--- config.mk ---
export PLATFORM = sky130hd
export DESIGN_NAME = sorted_list_insert_delete_core
export DESIGN_NICKNAME = d
export VERILOG_FILES = /design/src/rtl/core/sli_pkg.sv /design/src/rtl/core/sli_cell.sv /design/src/rtl/core/sorted_list_insert_delete_core.sv
export SDC_FILE = /design/constraint.sdc
export NUM_CORES = 2
export LEC_CHECK = 0
export ABC_AREA = 1
export BUFFER_PORTS_ARGS = -buffer_cell sky130_fd_sc_hd__buf_2
export CAP_MARGIN = 15
export CORE_AREA = 2 2 376 378
export CTS_CLUSTER_DIAMETER = 30
export DETAILED_ROUTE_END_ITERATION = 10
export DIE_AREA = 0 0 378 380
export PLACE_DENSITY = 0.53
export REMOVE_ABC_BUFFERS = 1
export SLEW_MARGIN = 20
export SYNTH_ARGS = -nofsm -noshare
export SYNTH_HDL_FRONTEND = slang
export SYNTH_SLANG_ARGS = --single-unit
--- constraint.sdc ---
create_clock -name clk -period 3.1 [get_ports clk]
set_clock_uncertainty 0.15 [all_clocks]
set_input_delay 0.62 -clock clk [delete_from_list [all_inputs] [get_ports clk]]
set_output_delay 0.62 -clock clk [all_outputs]
set_load 0.1 [all_outputs]
--- src/rtl/core/sli_pkg.sv ---
`timescale 1ns / 1ps
// ----------------------------------------------------------------------------
// sli_pkg
// Types and constants shared by the sorted list store and its cells.
// ----------------------------------------------------------------------------
package sli_pkg;

	localparam int unsigned SLI_CAPACITY = 16;

	typedef enum logic {
		ACT_INSERT = 1'b0,
		ACT_DELETE = 1'b1
	} action_t;

	typedef enum logic [1:0] {
		ST_INSERTED = 2'd0,
		ST_DELETED  = 2'd1,
		ST_NOTFOUND = 2'd2,
		ST_FULL     = 2'd3
	} status_t;

	typedef enum logic [1:0] {
		SQ_IDLE,
		SQ_CMP,
		SQ_APPLY
	} seq_state_t;

	typedef struct packed {
		logic               action;
		logic signed [31:0] value;
	} item_t;

	typedef struct packed {
		logic [1:0] status;
		logic [4:0] count;
	} result_t;

	// broadcast from the sequencer to every cell
	typedef struct packed {
		logic               cmp;
		logic               ins;
		logic               del;
		logic signed [31:0] value;
	} cell_cmd_t;

endpackage

--- src/rtl/core/sli_cell.sv ---
`timescale 1ns / 1ps
// ----------------------------------------------------------------------------
// sli_cell
// One slot of the sorted store: holds a value, compares it with the request
// value and shifts towards either neighbour on insert or delete.
// ----------------------------------------------------------------------------
module sli_cell #(
	parameter int unsigned IDX    = 0,
	parameter int unsigned FILL_W = 5
) (
	input  logic                  clk,
	input  logic                  arst_n,
	input  sli_pkg::cell_cmd_t    cmd,
	input  logic [FILL_W-1:0]     fill,
	input  logic signed [31:0]    left_value,
	input  logic                  left_lt,
	input  logic signed [31:0]    right_value,
	output logic signed [31:0]    value,
	output logic                  lt,
	output logic                  hit
);
	import sli_pkg::*;

	logic signed [31:0] value_q;
	logic               lt_q;
	logic               hit_q;
	logic               occupied;

	assign occupied = (32'(fill) > IDX);

	always_ff @(posedge clk or negedge arst_n) begin
		if (!arst_n) begin
			lt_q  <= 1'b0;
			hit_q <= 1'b0;
		end else if (cmd.cmp) begin
			lt_q  <= occupied && (value_q < cmd.value);
			hit_q <= occupied && (value_q == cmd.value);
		end
	end

	// cells in front of the insert/delete point keep their value
	always_ff @(posedge clk) begin
		if (cmd.ins && !lt_q) begin
			value_q <= left_lt ? cmd.value : left_value;
		end else if (cmd.del && !lt_q) begin
			value_q <= right_value;
		end
	end

	assign value = value_q;
	assign lt    = lt_q;
	assign hit   = hit_q;

endmodule

--- src/rtl/core/sorted_list_insert_delete_core.sv ---
`timescale 1ns / 1ps
// ----------------------------------------------------------------------------
// sorted_list_insert_delete_core
// Bounded ascending multiset of signed 32-bit values held in a chain of
// compare-and-shift cells. Insert places ahead of equal values; delete
// removes the first equal value. One result per request.
// ----------------------------------------------------------------------------
//  channel  | dir | handshake                 | payload
//  item     | in  | item_valid / item_stall   | action, value
//  result   | out | result_valid / result_stall | status, count
//
//  A request has a compare step, where every cell compares against the value,
//  then an apply step, where the cells shift and the result is registered.
//  A new request is taken in the same cycle the previous one is applied.
//  Reset empties the store at once; no clearing pass.
//  A stalled result holds the apply step until the output register frees.
// ----------------------------------------------------------------------------
module sorted_list_insert_delete_core #(
	parameter int unsigned CAPACITY = sli_pkg::SLI_CAPACITY
) (
	input  logic             clk,
	input  logic             arst_n,
	input  logic             item_valid,
	output logic             item_stall,
	input  sli_pkg::item_t   item,
	output logic             result_valid,
	input  logic             result_stall,
	output sli_pkg::result_t result
);
	import sli_pkg::*;

	localparam int unsigned FILL_W = $clog2(CAPACITY + 1);

	seq_state_t         state_q, state_d;
	logic               action_q;
	logic signed [31:0] v_q;
	logic [FILL_W-1:0]  fill_q, fill_d;
	logic               res_valid_q;
	result_t            res_q;

	logic               out_free;
	logic               accept;
	logic               apply;
	logic               full;
	logic               found;
	logic               do_ins;
	logic               do_del;
	logic [1:0]         status_d;
	logic [31:0]        fill_ext;
	cell_cmd_t          cmd;

	logic signed [31:0] cell_value [CAPACITY];
	logic [CAPACITY-1:0] cell_lt;
	logic [CAPACITY-1:0] cell_hit;

	assign out_free = !res_valid_q || !result_stall;
	assign apply    = (state_q == SQ_APPLY) && out_free;
	assign accept   = item_valid && !item_stall;
	assign full     = (32'(fill_q) >= CAPACITY);
	assign found    = |cell_hit;
	assign do_ins   = apply && (action_q == ACT_INSERT) && !full;
	assign do_del   = apply && (action_q == ACT_DELETE) && found;

	assign cmd.cmp   = (state_q == SQ_CMP);
	assign cmd.ins   = do_ins;
	assign cmd.del   = do_del;
	assign cmd.value = v_q;

	always_comb begin
		state_d    = state_q;
		item_stall = 1'b1;
		case (state_q)
			SQ_IDLE: begin
				item_stall = 1'b0;
				if (item_valid) begin
					state_d = SQ_CMP;
				end
			end
			SQ_CMP: begin
				state_d = SQ_APPLY;
			end
			SQ_APPLY: begin
				if (out_free) begin
					item_stall = 1'b0;
					state_d    = item_valid ? SQ_CMP : SQ_IDLE;
				end
			end
			default: begin
				state_d = SQ_IDLE;
			end
		endcase
	end

	always_ff @(posedge clk or negedge arst_n) begin
		if (!arst_n) begin
			state_q <= SQ_IDLE;
		end else begin
			state_q <= state_d;
		end
	end

	always_comb begin
		fill_d = fill_q;
		if (do_ins) begin
			fill_d = fill_q + 1'b1;
		end else if (do_del) begin
			fill_d = fill_q - 1'b1;
		end
	end

	always_comb begin
		if (action_q == ACT_INSERT) begin
			status_d = full ? ST_FULL : ST_INSERTED;
		end else begin
			status_d = found ? ST_DELETED : ST_NOTFOUND;
		end
	end

	assign fill_ext = 32'(fill_d);

	always_ff @(posedge clk or negedge arst_n) begin
		if (!arst_n) begin
			fill_q      <= '0;
			res_valid_q <= 1'b0;
		end else begin
			fill_q <= fill_d;
			if (apply) begin
				res_valid_q <= 1'b1;
			end else if (!result_stall) begin
				res_valid_q <= 1'b0;
			end
		end
	end

	always_ff @(posedge clk) begin
		if (accept) begin
			action_q <= item.action;
			v_q      <= item.value;
		end
		if (apply) begin
			res_q.status <= status_d;
			res_q.count  <= fill_ext[4:0];
		end
	end

	assign result_valid = res_valid_q;
	assign result       = res_q;

	for (genvar i = 0; i < CAPACITY; i++) begin : g_cell
		logic signed [31:0] left_value;
		logic               left_lt;
		logic signed [31:0] right_value;

		if (i == 0) begin : g_head
			assign left_value = v_q;
			assign left_lt    = 1'b1;
		end else begin : g_body
			assign left_value = cell_value[i-1];
			assign left_lt    = cell_lt[i-1];
		end

		if (i == CAPACITY - 1) begin : g_tail
			assign right_value = cell_value[i];
		end else begin : g_next
			assign right_value = cell_value[i+1];
		end

		sli_cell #(
			.IDX    (i),
			.FILL_W (FILL_W)
		) u_cell (
			.clk         (clk),
			.arst_n      (arst_n),
			.cmd         (cmd),
			.fill        (fill_q),
			.left_value  (left_value),
			.left_lt     (left_lt),
			.right_value (right_value),
			.value       (cell_value[i]),
			.lt          (cell_lt[i]),
			.hit         (cell_hit[i])
		);
	end

	// ---- checks ----
	a_fill_bound: assert property (@(posedge clk) disable iff (!arst_n)
		32'(fill_q) <= CAPACITY)
		else $error("fill above capacity");

	a_result_from_apply: assert property (@(posedge clk) disable iff (!arst_n)
		$rose(res_valid_q) |-> $past(state_q == SQ_APPLY))
		else $error("result raised without an apply step");

	a_ins_grows: assert property (@(posedge clk) disable iff (!arst_n)
		do_ins |=> fill_q == $past(fill_q) + 1'b1)
		else $error("insert did not grow the store");

	a_del_shrinks: assert property (@(posedge clk) disable iff (!arst_n)
		do_del |=> fill_q == $past(fill_q) - 1'b1)
		else $error("delete did not shrink the store");

	a_no_take_busy: assert property (@(posedge clk) disable iff (!arst_n)
		(state_q == SQ_CMP) |-> item_stall)
		else $error("request taken during compare");

endmodule
==> impl_results.rst <==
.. list-table::
   :header-rows: 1

   * - Metric
     - Value
   * - Worst hold margin
     - 0.334 ns
   * - Count of synthesis-stage warnings from yosys
     - 0
   * - Number of rows in the core area
     - 137
   * - Worst-skew pair later-pin latency
     - 0.75 ns
   * - Cell depth of the worst hold path
     - 2
   * - CP endpoint kind
     - primary output
   * - Cell area reported after detailed placement
     - between 40000 and 50000 um^2
   * - Worst hold path class
     - flip-flop to flip-flop
   * - Starting DRT DRC Count
     - 2370
   * - Syn Inst Count
     - 4797
   * - Number of cells in the design after placement
     - 6582
   * - Number of synthesized register bits
     - just under 600
   * - Vertical extent of the die
     - 380 um
   * - Antenna cells
     - 0
   * - Number of enable flip-flop cells after synthesis
     - 552
   * - Slowest cell on the critical path
     - dlygate4sd3_1
   * - Post-synthesis sequential area ratio
     - 0.422
   * - Required arrival time at the worst endpoint
     - 2.33 ns
   * - Post-route worst setup slack
     - 0.227 ns
   * - Filler-free cell count of the finished design
     - 6913
   * - CTS max path bufs
     - 3
   * - Finished layout cell area
     - 49900 um^2
   * - Number of antenna-violating nets in the routed design
     - 0
   * - Wirelength per Cell
     - 15.7 um
   * - Chain of cells forming the critical path
     - dlygate4sd3_1 > buf_2 > nand2_1 > nor3_1 > or2_2 > buf_2
   * - Transition time at the pin with the least slew margin
     - just over 1 ns
   * - Total power density per cell area
     - 567 nW/um^2
   * - Pre-CTS setup slack
     - ~0.39 ns
   * - Vias per cell
     - 4.73
   * - Setup TNS after final layout
     - 0 ns
   * - Post-Synthesis Cell Area
     - 41600 um^2
   * - Final worst-path cycle share
     - 0.927
   * - GP Congestion
     - 0.830
   * - Layout Area Growth over Synthesis
     - 19.8%
   * - Data arrival time of the critical path
     - between 2 and 2.5 ns
   * - Post-DP HPWL
     - 81.6 mm
   * - Fraction of registers with async set or reset after synthesis
     - 0.0676
   * - Clock slew at reported path FFs
     - 0.04 ns
   * - Final critical path time including I/O delays and setup
     - 2.87 ns
   * - Peak per-stage delay on the critical path
     - 0.51 ns
   * - Post-synthesis area per instance
     - between 8 and 9 um^2
   * - Kind of critical path
     - input port to primary output
   * - Number of endpoints with negative hold slack in the final report
     - 0
   * - Total Routing Usage GR
     - 0.151
   * - Most used flip-flop cell after synthesis
     - edfxtp_1
   * - Via count
     - 32700
   * - Drt first pass iters
     - 5
   * - Fraction of the core area covered by cells at the end of the flow
     - 0.358
   * - RSZ-0062 raised after global routing
     - no
   * - Vias in the first global route
     - 31800
   * - FF/Latch Area
     - 17600 um^2
   * - Area of the multi-input gates
     - about 22000 um^2
   * - Max transition margin
     - 0.314
   * - Cell chosen for the clock root
     - clkbuf_16
   * - Nets
     - 5456
   * - Total global routing overflow
     - 0
   * - Setup Viol. Count Final
     - 0
   * - Kind of start point of the critical path
     - input port
   * - Maximum ir drop on the vdd rail
     - between 0.5 and 0.6 mV
   * - Maximum capacitance violations
     - 0
   * - Logic depth of the worst register-to-register path
     - 12
   * - Total number of H-tree levels
     - 4
   * - Number of antenna violations at the first check in global routing
     - 1
   * - TritonCTS clock tree
     - yes
   * - Leakage dissipation
     - 20.0 nW
   * - Highest net fanout along the worst path
     - 3
   * - Wire length of the first global-routing pass
     - approximately 180 mm
   * - Number of buffers added on ports
     - 45
   * - Count of cell types in the netlist
     - 43
   * - Max-slew violation count
     - 0
   * - CP dominant cell by count
     - buf_2
   * - Number of cells upsized or downsized after cts
     - 0
   * - X dimension of the die
     - 378 um
   * - Core area
     - 139000 um^2
   * - Maximum number of pins on one net before global-route repair
     - 68
   * - Effective utilization at floorplan
     - 0.299
   * - Power after layout
     - 28.3 mW
   * - IO Count
     - between 40 and 50
   * - Upper clock frequency limit
     - approximately 350 MHz
   * - Filler Cells Inserted
     - 14300
   * - Result of the run
     - completed
   * - CTS Sinks
     - slightly below 600
   * - CTS Buf Count
     - 159
   * - Fraction of final layout cells with drive strength greater than 1
     - 0.0870
   * - DRC Markers
     - 0
   * - Die area
     - 144000 um^2
   * - Total detailed-routing wirelength
     - 108 mm
## repair_timing
| action | CTS | global route |
|---|---|---|
| hold endpoints to repair | 67 | 0 |
| hold buffers | 36 | 0 |
| setup buffers | 0 | 0 |
## routing by layer
metal	global-route usage	wire length, um	up-vias
li1	-	-	17000
met1	0.229	57000	14800
met2	0.216	43300	706
met3	0.0259	5730	167
met4	0.0487	2400	0
met5	0	0	-
## worst max-delay path: cells and delay by family
kind                   cells  cell delay (ns)
buffers and inverters      3             1.04
AND/OR/NAND/NOR            3             0.43
## cell usage after synthesis, types with 2 or more instances
master | number | share of area
a21boi_0 | 4 | 0.00072
a21o_1 | 12 | 0.0022
a21oi_1 | 221 | 0.027
a31oi_1 | 3 | 0.00045
a32o_1 | 4 | 0.00096
buf_1 | 7 | 0.00063
buf_2 | 82 | 0.0099
buf_4 | 52 | 0.0094
buf_6 | 6 | 0.0016
clkbuf_1 | 88 | 0.0079
dfrtp_1 | 40 | 0.024
edfxtp_1 | 552 | 0.40
ha_1 | 516 | 0.16
inv_1 | 264 | 0.024
nand2_1 | 1553 | 0.14
nand3_1 | 73 | 0.0088
nand4_1 | 39 | 0.0059
nor2_1 | 179 | 0.016
nor2_8 | 13 | 0.0063
nor3_1 | 12 | 0.0014
nor3b_1 | 5 | 0.00090
nor4_1 | 2 | 0.00030
o211ai_1 | 45 | 0.0081
o21a_1 | 434 | 0.078
o21ai_0 | 537 | 0.065
o21ai_1 | 31 | 0.0037
o21bai_1 | 3 | 0.00054
o22ai_1 | 2 | 0.00030
o31ai_1 | 2 | 0.00036
or2_2 | 2 | 0.00030
xor2_1 | 2 | 0.00042
## kinds of logic after synthesis
logic type / count (synthesis) / synth area share
AO/OA/AOI/OAI: 1301 / 0.187
AND/OR/NAND/NOR: 1883 / 0.181
flip-flops: 592 / 0.422
buffers and inverters: 502 / 0.0539
adder cells (fa/ha/maj): 516 / 0.155
multiplexers: 1 / 0.000270
XOR/XNOR: 2 / 0.000421
## flip-flops by register name, summed over array words and instances, names as in the netlist
register             cells
result                   7
g_cell.u_cell.hit       16
g_cell.u_cell.value    512
g_cell.left_value       32
result_valid             1
fill_q                   5
state_q                  2
g_cell.u_cell.lt        16
action_q                 1
## cell usage in the layout (no fill, tap or decap), drive strengths merged, types with 39 or more instances in the layout
cell    count
nand2    1554
o21ai     569
dfrtp      40
nand3      73
a21oi     221
edfxtp    552
ha        516
nor2      194
o21a      434
clkbuf    204
inv       274
buf       145
clkinv     61
o211ai     45
nand4      39
## final cells by class
cell class	instances	share of cell area
Sequential cell	592	0.353
Timing Repair Buffer	181	0.0368
Multi-Input combinational cell	3703	0.439
Tap cell	1876	0.0470
Inverter	266	0.0200
Clock inverter	91	0.0174
Clock buffer	204	0.0868
## worst paths after layout
path | start | endpoint | slack, ns
min in group asynchronous | arst_n | g_cell[0].u_cell.lt | 0.42
hold / removal | g_cell[9].u_cell.hit | g_cell[9].u_cell.hit | 0.33
setup reg to reg | g_cell[1].u_cell.hit | g_cell[6].u_cell.value[8] | 0.37
hold reg to reg | g_cell[9].u_cell.hit | g_cell[9].u_cell.hit | 0.33
setup / recovery | result_stall | item_stall | 0.23
max in group asynchronous | arst_n | g_cell[9].u_cell.lt | 1.64
## report_power, final
group / switching [mW] / leakage (nW) / internal [mW] / total [mW]
Combinational: 1.97 / 12.0 / 1.08 / 3.05
Clock: 5.04 / 2.53 / 10.8 / 15.9
Sequential: 0.569 / 5.47 / 8.79 / 9.36
Total: 7.58 / 20.0 / 20.7 / 28.3
Power figures use the tool's default switching activity.
